File: config.mk
export PLATFORM = sky130hd
export DESIGN_NAME = bmhq_sift
export DESIGN_NICKNAME = d
export VERILOG_FILES = /design/src/rtl/core/bmhq_pkg.sv /design/src/rtl/core/bmhq_sift.sv
export SDC_FILE = /design/constraint.sdc
export NUM_CORES = 1
export LEC_CHECK = 0
export BUFFER_PORTS_ARGS = -buffer_cell sky130_fd_sc_hd__buf_2
export CAP_MARGIN = 20
export CORE_MARGIN = 5
export CORE_UTILIZATION = 50
export CTS_BUF_LIST = sky130_fd_sc_hd__clkbuf_4
export DETAILED_ROUTE_END_ITERATION = 6
export PLACE_DENSITY_LB_ADDON = 0.15
export SLEW_MARGIN = 0
export SYNTH_ARGS = -nofsm -noshare
export SYNTH_HDL_FRONTEND = slang
export SYNTH_SLANG_ARGS = --single-unit
File: constraint.sdc
create_clock -name clk_i -period 9.17 [get_ports clk_i]
set_input_delay 1.834 -clock clk_i [delete_from_list [all_inputs] [get_ports clk_i]]
set_output_delay 1.834 -clock clk_i [all_outputs]
set_load 0.01 [all_outputs]
File: src/rtl/core/bmhq_pkg.sv
// Package of the binary min-heap queue: sizes, codes, entry and control types.
// Depends on nothing; all files of the block import it but the RAM and the macros.
`default_nettype none

package bmhq_pkg;

  localparam int unsigned HEAP_DEPTH = 1024;
  localparam int unsigned ADDR_W     = (HEAP_DEPTH > 1) ? $clog2(HEAP_DEPTH) : 1;
  localparam int unsigned CNT_W      = $clog2(HEAP_DEPTH + 1);
  localparam int unsigned IDX_W      = ADDR_W + 2;

  localparam int unsigned KEY_W    = 32;
  localparam int unsigned PRIO_W   = 32;
  localparam int unsigned STATUS_W = 2;
  localparam int unsigned FILL_W   = 11;

  localparam logic KIND_INSERT  = 1'b0;
  localparam logic KIND_EXTRACT = 1'b1;

  localparam logic [STATUS_W-1:0] STATUS_DONE  = 2'd0;
  localparam logic [STATUS_W-1:0] STATUS_EMPTY = 2'd1;
  localparam logic [STATUS_W-1:0] STATUS_FULL  = 2'd2;

  typedef struct packed {
    logic signed [KEY_W-1:0]  key;
    logic signed [PRIO_W-1:0] prio;
  } entry_t;

  localparam int unsigned ENTRY_W = $bits(entry_t);

  typedef struct packed {
    logic                     kind;
    logic signed [KEY_W-1:0]  key;
    logic signed [PRIO_W-1:0] prio;
  } item_t;

  typedef struct packed {
    logic [STATUS_W-1:0]      status;
    logic signed [KEY_W-1:0]  key;
    logic signed [PRIO_W-1:0] prio;
    logic [FILL_W-1:0]        fill;
  } result_t;

  // Access request from the sift engine to the entry memory.
  typedef struct packed {
    logic              re;
    logic [ADDR_W-1:0] raddr;
    logic              we;
    logic [ADDR_W-1:0] waddr;
    entry_t            wdata;
  } mem_req_t;

  typedef struct packed {
    logic idle;
    logic done;
  } eng_status_t;

  typedef enum logic [2:0] {
    ST_IDLE,
    ST_INS_CHK,
    ST_INS_CMP,
    ST_EXT_ROOT,
    ST_EXT_LAST,
    ST_DN_CHK,
    ST_DN_LEFT,
    ST_DN_RIGHT
  } eng_state_e;

endpackage

`default_nettype wire

File: src/rtl/core/bmhq_sift.sv
// Sift engine of the binary min-heap queue: entry count, sift-up and sift-down.
// Depends on bmhq_pkg; drives the entry memory through a mem_req_t.
`default_nettype none

module bmhq_sift (
  input  wire logic                 clk_i,
  input  wire logic                 rst_ni,
  input  wire logic                 start_i,
  input  wire bmhq_pkg::item_t      item_i,
  output      bmhq_pkg::mem_req_t   mem_o,
  input  wire bmhq_pkg::entry_t     rdata_i,
  output      bmhq_pkg::eng_status_t stat_o,
  output      bmhq_pkg::result_t    result_o
);
  import bmhq_pkg::*;

  eng_state_e              state_q, state_d;
  logic [CNT_W-1:0]        count_q, count_d;
  logic [ADDR_W-1:0]       pos_q, pos_d;
  entry_t                  mov_q, mov_d;
  entry_t                  best_q, best_d;
  logic                    best_child_q, best_child_d;
  logic signed [KEY_W-1:0]  res_key_q, res_key_d;
  logic signed [PRIO_W-1:0] res_prio_q, res_prio_d;

  logic [IDX_W-1:0]  lc_idx, rc_idx, count_ext;
  logic [ADDR_W-1:0] parent_addr;
  logic              done;
  logic [STATUS_W-1:0] status;

  // The moving entry stays in mov_q; each level writes the displaced entry
  // into the hole and only the final level writes the moving entry.
  assign lc_idx      = IDX_W'({pos_q, 1'b1});
  assign rc_idx      = lc_idx + IDX_W'(1);
  assign count_ext   = IDX_W'(count_q);
  assign parent_addr = (pos_q - ADDR_W'(1)) >> 1;

  always_ff @(posedge clk_i or negedge rst_ni) begin
    if (!rst_ni) begin
      state_q <= ST_IDLE;
      count_q <= '0;
    end else begin
      state_q <= state_d;
      count_q <= count_d;
    end
  end

  always_ff @(posedge clk_i) begin
    pos_q        <= pos_d;
    mov_q        <= mov_d;
    best_q       <= best_d;
    best_child_q <= best_child_d;
    res_key_q    <= res_key_d;
    res_prio_q   <= res_prio_d;
  end

  always_comb begin
    state_d      = state_q;
    count_d      = count_q;
    pos_d        = pos_q;
    mov_d        = mov_q;
    best_d       = best_q;
    best_child_d = best_child_q;
    res_key_d    = res_key_q;
    res_prio_d   = res_prio_q;
    mem_o        = '0;
    mem_o.wdata  = mov_q;
    mem_o.waddr  = pos_q;
    done         = 1'b0;
    status       = STATUS_DONE;

    case (state_q)
      ST_IDLE: begin
        if (start_i) begin
          res_key_d  = '0;
          res_prio_d = '0;
          if (item_i.kind == KIND_INSERT) begin
            if (count_q == CNT_W'(HEAP_DEPTH)) begin
              done   = 1'b1;
              status = STATUS_FULL;
            end else begin
              mov_d   = '{key: item_i.key, prio: item_i.prio};
              pos_d   = count_q[ADDR_W-1:0];
              state_d = ST_INS_CHK;
            end
          end else begin
            if (count_q == '0) begin
              done   = 1'b1;
              status = STATUS_EMPTY;
            end else begin
              mem_o.re    = 1'b1;
              mem_o.raddr = '0;
              state_d     = ST_EXT_ROOT;
            end
          end
        end
      end

      ST_INS_CHK: begin
        if (pos_q == '0) begin
          mem_o.we = 1'b1;
          count_d  = count_q + CNT_W'(1);
          done     = 1'b1;
          state_d  = ST_IDLE;
        end else begin
          mem_o.re    = 1'b1;
          mem_o.raddr = parent_addr;
          state_d     = ST_INS_CMP;
        end
      end

      ST_INS_CMP: begin
        mem_o.we = 1'b1;
        if (mov_q.prio < rdata_i.prio) begin
          mem_o.wdata = rdata_i;
          pos_d       = parent_addr;
          state_d     = ST_INS_CHK;
        end else begin
          count_d = count_q + CNT_W'(1);
          done    = 1'b1;
          state_d = ST_IDLE;
        end
      end

      ST_EXT_ROOT: begin
        res_key_d   = rdata_i.key;
        res_prio_d  = rdata_i.prio;
        mem_o.re    = 1'b1;
        mem_o.raddr = ADDR_W'(count_q - CNT_W'(1));
        count_d     = count_q - CNT_W'(1);
        state_d     = ST_EXT_LAST;
      end

      ST_EXT_LAST: begin
        mov_d   = rdata_i;
        pos_d   = '0;
        state_d = ST_DN_CHK;
      end

      ST_DN_CHK: begin
        if (lc_idx >= count_ext) begin
          mem_o.we = 1'b1;
          done     = 1'b1;
          state_d  = ST_IDLE;
        end else begin
          mem_o.re    = 1'b1;
          mem_o.raddr = lc_idx[ADDR_W-1:0];
          state_d     = ST_DN_LEFT;
        end
      end

      ST_DN_LEFT: begin
        best_child_d = (rdata_i.prio < mov_q.prio);
        best_d       = best_child_d ? rdata_i : mov_q;
        if (rc_idx < count_ext) begin
          mem_o.re    = 1'b1;
          mem_o.raddr = rc_idx[ADDR_W-1:0];
          state_d     = ST_DN_RIGHT;
        end else if (best_child_d) begin
          // Only a left child, and it is smaller: it moves up into the hole.
          mem_o.we    = 1'b1;
          mem_o.wdata = rdata_i;
          pos_d       = lc_idx[ADDR_W-1:0];
          state_d     = ST_DN_CHK;
        end else begin
          mem_o.we = 1'b1;
          done     = 1'b1;
          state_d  = ST_IDLE;
        end
      end

      ST_DN_RIGHT: begin
        mem_o.we = 1'b1;
        if (rdata_i.prio < best_q.prio) begin
          mem_o.wdata = rdata_i;
          pos_d       = rc_idx[ADDR_W-1:0];
          state_d     = ST_DN_CHK;
        end else if (best_child_q) begin
          mem_o.wdata = best_q;
          pos_d       = lc_idx[ADDR_W-1:0];
          state_d     = ST_DN_CHK;
        end else begin
          done    = 1'b1;
          state_d = ST_IDLE;
        end
      end

      default: begin
        state_d = ST_IDLE;
      end
    endcase
  end

  assign stat_o.idle = (state_q == ST_IDLE);
  assign stat_o.done = done;

  always_comb begin
    result_o.status = status;
    result_o.key    = (status == STATUS_DONE) ? res_key_q : '0;
    result_o.prio   = (status == STATUS_DONE) ? res_prio_q : '0;
    result_o.fill   = FILL_W'(count_d);
  end

endmodule

`default_nettype wire

==> impl_metrics.py, run 1 <==
metrics = {
    "run_status": {
        "status": "complete, no violations",
    },
    "timing": {
        "fmax_ghz": 0.135,
        "finalClockSkew_ns": 0.0306,
        "maxSlewViolCount": 0,
        "rsz0062_at_grt": "no",
        "holdWs_ns": 0.589,
        "layout_setup_ws_ns": 1.76,
        "slew_headroom_pct": 32.7,
        "setup_viol_count_final": 0,
        "hold_viol_final": 0,
        "worst_pin_slew_ns": 1.01,
        "period_minus_slack_ns": 7.41,
        "period_share_pct": 80.8,
        "tns_ns": 0,
    },
    "floorplan": {
        "die_y_um": 177,
        "ioPinCount": 297,
        "fp-row-count": 61,
        "start_util_pct": 50.5,
        "core_region_area_mm2": 0.0277,
        "die-area_mm2": 0.0314,
        "die_w_um": 177,
    },
    "logic_synthesis": {
        "synth_seq_cells": 217,
        "yosysTopAreaCellShare_pct": 43.6,
        "netlist_instances": 1394,
        "synth_edf_count": 203,
        "ys_top_cells_by_area": "edfxtp_1, ha_1, nand2_1, and2_1, a222oi_1",
        "ys_top_cells_by_count": "nand2_1, edfxtp_1, and2_1, inv_1, ha_1",
        "syn_area_mm2": 0.0140,
        "yosysTopAreaCell": "edfxtp_1",
        "synth_most_common_cell": "nand2_1",
        "syn_nets": 1614,
        "avgSynthCellArea_um2": 10.0,
        "synth_ff_type": "edfxtp_1",
        "synth_warnings": 0,
        "yosysSeqAreaShare_pct": 46.1,
        "ys_async_sr_fraction_pct": 6.45,
        "synth_cell_types": 63,
    },
    "place": {
        "preCtsSetupSlack_ns": 1.74,
        "port_buffers": 296,
        "routabilityCongestion": 0.914,
        "place_hpwl_um": 28700,
    },
    "clock_network": {
        "htreeDepth": 2,
        "clock_path_buffers": 3,
        "clk_latency_ns": 0.69,
        "cts.sinks": 217,
        "clkSlewWorstSetupHoldPaths_ns": 0.06,
        "cts_tree": "done",
        "post_cts_resized": 0,
        "numCtsBuffers": 58,
        "post_cts_buffers": 0,
        "cts.hold.buffers_added": 0,
        "clk_root_buffer_cell": "clkbuf_4",
    },
    "power": {
        "p_leak_uw": 0.00721,
        "vdd_drop_max_mv": 0.134,
        "p_per_area_mw_per_mm2": 319,
        "p_total_uw": 5250,
    },
    "setup_path": {
        "ff2ff_path_depth": 12,
        "crit_start": "rdata_i[31]",
        "cpPeakStageDelay_ns": 0.59,
        "cp-end-kind": "output pin",
        "crit_path_end": "mem_o[55]",
        "r2r_slack_ns": 5.12,
        "path_cells": "buf_2 -> ha_1 -> nand4_1 -> nor4_1 -> o31a_2 -> o21a_1 -> o21ai_0 -> nor3_4 -> buf_16 -> buf_4 -> o21ai_1 -> buf_2",
        "cpMaxStageDelayCell": "nor4_1",
        "cp_num_buf_inv": 4,
        "crit_top_cell": "buf_2",
        "worstReg2RegStart": "pos_q[1]$_DFFE_PP_",
        "worst_setup_path_start_kind": "input pin",
        "worstPathRequired_ns": 7.34,
        "cp_top_family": "simple AND/OR/NAND/NOR gates",
        "rr_endpoint": "pos_q[6]$_DFFE_PP_",
        "crit_arrival_ns": 5.57,
        "path_class": "in -> out",
        "worstPathMaxFanout": 37,
        "cp.depth": 12,
    },
    "layout": {
        "nNetsFinal": 1902,
        "drive_above_1_share_pct": 28.1,
        "area_delta_synth_final_pct": 17.6,
        "post-route-util_pct": 59.3,
    },
    "min_path": {
        "hp-class": "reg -> reg",
    },
    "route": {
        "dr.first_iter.drc_count": 1318,
        "wire_per_inst_um": 19.8,
        "finalWirelength_um": 41800,
        "final_antenna_net_count": 0,
        "drc": 0,
        "routed_via_density": 5.70,
        "routed-via-count": 12000,
        "dr.pass1.iters": 7,
    },
    "grt": {
        "antenna_found_initial": 6,
        "grt_pass1_vias": 12000,
        "grtUsageTotal_pct": 25.7,
        "grt_pass1_wl_um": 64500,
        "grt_max_degree": 75,
        "grt-ovfl-total": 0,
    },
    "job": {
        "cap_violations": 0,
    },
}
[worst reg2reg max path: cells and delay by family (launching register included)]
kind,cells,cell delay (ns)
adders and majority gates,2,0.72
DFF,1,0.57
buffers and inverters,1,0.23
xor gates and xnor gates,1,0.32
AOI/OAI and AO/OA,6,1.39
and+or+nand+nor,2,0.55
[cells by family after synthesis]
| logic type | count (synthesis) | synth area share (%) |
|---|---|---|
| AO/OA/AOI/OAI | 289 | 14.8 |
| multiplexers | 65 | 5.88 |
| XOR/XNOR | 29 | 1.82 |
| buffers and inverters | 196 | 5.99 |
| flip-flops | 217 | 46.1 |
| adder cells (fa/ha/maj) | 88 | 7.87 |
| AND/OR/NAND/NOR | 510 | 17.6 |
[power by group]
part           switching [µW]  internal (µW)  leakage, µW  total (µW)
logic                    1640           1030      0.00472        2670
registers                 214           1520      0.00207        1740
clock network             420            423     0.000430         843
total                    2270           2980      0.00721        5250
[through the flow]
stage          std cells  area [µm²]
2_1_floorplan       1394       14000
3_3_place_gp        1998       15700
3_5_place_dp        1999       15700
4_1_cts             2102       16400
5_1_grt             2107       16400
6_report            2107       16400
[area by class of cell]
class / count / area (µm²)
fill: 2477 / 11300
multi-input combinational: 981 / 6750
sequential: 217 / 6450
timing repair buffer: 309 / 1610
clock buffer: 85 / 638
tap: 378 / 473
inverter: 115 / 432
clock inverter: 18 / 76.3
antenna: 4 / 10.0
[how the worst min path moves through the flow]
| stage | cells past startpoint | end | from |
|---|---|---|---|
| floorplan | 1 | best_q[38]$_DFFE_PP_ | mov_q[38]$_DFFE_PP_ |
| global placement | 1 | best_q[39]$_DFFE_PP_ | mov_q[39]$_DFFE_PP_ |
| detailed placement | 2 | count_q[8]$_DFF_PN0_ | count_q[8]$_DFF_PN0_ |
| CTS | 2 | count_q[8]$_DFF_PN0_ | count_q[8]$_DFF_PN0_ |
| global route | 1 | best_q[49]$_DFFE_PP_ | mov_q[49]$_DFFE_PP_ |
| finish | 2 | count_q[8]$_DFF_PN0_ | count_q[8]$_DFF_PN0_ |
[state kept, by name, summed over array words and instances, names as in the netlist]
register	flops
best_child_q	1
pos_q	10
count_q	11
res_prio_q	32
state_q	3
res_key_q	32
mov_q	64
best_q	64
[placed cells by master (no fill, tap or decap), types with 8 or more instances in the layout]
master    netlist  final
xor2_1         10     10
buf_4           1     11
nor3_1         18     17
o21ai_1        65     65
a221oi_1        9      9
mux2_2         37     37
inv_1         114    112
and2_1        131    130
a21oi_1        37     37
nor2_1         48     46
o21ai_0        35     35
nand2_1       234    232
xnor2_1        19     19
nand4_1        21     21
buf_2          12    296
o21a_1         10     10
clkbuf_4        0     85
nand3_1        20     20
edfxtp_1      203    203
nand2b_1        9      9
mux2_4         25     25
a31oi_1        11     11
o22ai_1         8      8
a221o_1         9      9
ha_1           88     88
clkinv_1        1     13
a222oi_1       63     63
dfrtp_1        14     14
[routing by layer]
| metal | vias to the layer above | part of all wire, % | GRT usage (%) |
|---|---|---|---|
| met2 | 557 | 49 | 43.1 |
| met5 | - | 0.065 | 0 |
| met4 | 4 | 3.0 | 9.96 |
| met3 | 83 | 9.3 | 6.09 |
| li1 | 5707 | - | - |
| met1 | 5657 | 39 | 32.3 |
Note: power is estimated with default switching activity, not from simulation.
==> run 2, diff against run 1 <==
clock period = 6.2 ns   (was 9.17 ns; I/O delays follow)
==> impl_metrics.py, run 2 (synthesized netlist as in run 1, its figures left out) <==
metrics = {
    "route": {
        "dr.pass1.iters": 7,
        "routed-via-count": 12300,
        "routed_via_density": 5.79,
        "drc": 2,
        "final_antenna_net_count": 0,
        "dr.first_iter.drc_count": 1349,
        "finalWirelength_um": 43000,
        "wire_per_inst_um": 20.3,
    },
    "timing": {
        "hold_viol_final": 0,
        "tns_ns": 0,
        "worst_pin_slew_ns": 1.09,
        "setup_viol_count_final": 0,
        "finalClockSkew_ns": 0.0448,
        "fmax_ghz": 0.168,
        "holdWs_ns": 0.428,
        "slew_headroom_pct": 27.1,
        "period_share_pct": 96.0,
        "period_minus_slack_ns": 5.95,
        "rsz0062_at_grt": "no",
        "maxSlewViolCount": 0,
    },
    "layout": {
        "post-route-util_pct": 59.9,
        "postLayoutCellArea_mm2": 0.0166,
        "nNetsFinal": 1913,
        "drive_above_1_share_pct": 28.8,
        "final_common_cell": "buf_2",
        "area_delta_synth_final_pct": 18.7,
        "largestRegisters": "best_q (64), mov_q (64)",
        "layout_common_cells": "buf_2, nand2_1, edfxtp_1",
    },
    "setup_path": {
        "path_cells": "and3_1 -> nand3_1 -> nor2_1 -> xor2_1 -> ha_1 -> o21a_1 -> a2111o_1 -> or2_2 -> o21ai_0 -> nor3_4 -> buf_4 -> o21ai_0 -> buf_2",
        "ff2ff_path_depth": 11,
        "cp-end-kind": "output pin",
        "crit_start": "pos_q[5]$_DFFE_PP_",
        "worstPathMaxFanout": 27,
        "worst_setup_path_start_kind": "flip-flop",
        "path_class": "reg -> out",
        "crit_arrival_ns": 4.71,
        "cpPeakStageDelay_ns": 0.63,
        "cp.depth": 13,
        "rr_endpoint": "pos_q[5]$_DFFE_PP_",
        "r2r_slack_ns": 2.39,
        "cp_num_buf_inv": 2,
        "crit_top_cell": "o21ai_0",
        "worstPathRequired_ns": 4.96,
        "cp_top_family": "compound AO/OA/AOI/OAI gates",
        "worstReg2RegStart": "pos_q[5]$_DFFE_PP_",
        "crit_path_end": "mem_o[1]",
        "cpMaxStageDelayCell": "edfxtp_1",
    },
    "floorplan": {
        "die_y_um": 177,
        "start_util_pct": 50.5,
        "ioPinCount": 297,
        "fp-row-count": 61,
        "core_region_area_mm2": 0.0277,
        "die_w_um": 177,
        "die-area_mm2": 0.0314,
    },
    "clock_network": {
        "cts.sinks": 217,
        "numCtsBuffers": 59,
        "cts_tree": "done",
        "htreeDepth": 2,
        "clk_root_buffer_cell": "clkbuf_4",
        "clk_latency_ns": 0.72,
        "cts.hold.buffers_added": 0,
        "clkSlewWorstSetupHoldPaths_ns": 0.06,
        "clock_path_buffers": 3,
    },
    "place": {
        "routabilityCongestion": 0.915,
        "placed_cell_area_mm2": 0.0158,
        "port_buffers": 296,
        "place_hpwl_um": 29400,
    },
    "power": {
        "p_total_uw": 7950,
        "vdd_drop_max_mv": 0.234,
        "p_per_area_mw_per_mm2": 479,
        "p_leak_uw": 0.00730,
    },
    "run_status": {
        "violations": "DRC",
        "status": "finished, violations left",
    },
    "grt": {
        "grt_pass1_wl_um": 66500,
        "grt-ovfl-total": 0,
        "grt_pass1_vias": 12300,
        "grtUsageTotal_pct": 26.5,
        "antenna_found_initial": 2,
        "grt_max_degree": 75,
    },
    "job": {
        "cap_violations": 0,
    },
    "min_path": {
        "hp-class": "in -> async",
    },
}
==> run 2: cell types whose count changed in the layout (fill, tap and decap cells not counted), sizes merged <==
cell and change:
bufinv +1, diode -2, clkinv -6, clkinvlp -1, buf +10, clkbuf +8
==> run 2: metrics by stage <==
stage / setup slack (ns) / cells
after detailed placement: 0.307 / 2009
after floorplan: 1.33 / 1394
after global routing: 0.0161 / 2117
final: 0.250 / 2117
after CTS: 0.174 / 2114
after global placement: 0.344 / 2008
==> run 2: how the worst min path moves through the flow <==
stage	end	slack, ns	start	cells after the start
CTS	count_q[7]$_DFF_PN0_	0.40	rst_ni	1
finish	count_q[7]$_DFF_PN0_	0.43	rst_ni	1
detailed placement	count_q[8]$_DFF_PN0_	0.57	count_q[8]$_DFF_PN0_	2
global placement	best_q[54]$_DFFE_PP_	0.57	mov_q[54]$_DFFE_PP_	1
floorplan	best_q[38]$_DFFE_PP_	0.56	mov_q[38]$_DFFE_PP_	1
global route	count_q[7]$_DFF_PN0_	0.42	rst_ni	1
==> run 2: power by group <==
group          leakage, µW  internal [µW]  switching, µW  total (µW)
Combinational      0.00477           1570           2500        4070
Clock             0.000465            717            620        1340
Sequential         0.00207           2250            291        2540
Total              0.00730           4540           3410        7950
==> run 2: per-layer routing <==
layer	vias up	routed length, µm	GRT usage [%]
met1	5829	17300	34.5
met3	88	3980	5.98
li1	5724	-	-
met5	-	0	0
met4	0	1250	9.28
met2	626	20400	43.9
==> run 2: cell type report <==
cell class / count / area [µm²]
Tap cell: 378 / 473
Timing Repair Buffer: 319 / 1710
Fill cell: 2396 / 11100
Antenna cell: 2 / 5.00
Sequential cell: 217 / 6450
Clock buffer: 93 / 698
Clock inverter: 12 / 77.6
Multi-Input combinational cell: 981 / 6750
Inverter: 115 / 432
==> run 2: timing repair <==
item	4_1_cts	5_1_grt
hold endpoints to repair	0	0
gates resized for setup	0	2
setup buffers	0	1
endpoints found under the setup margin	0	56
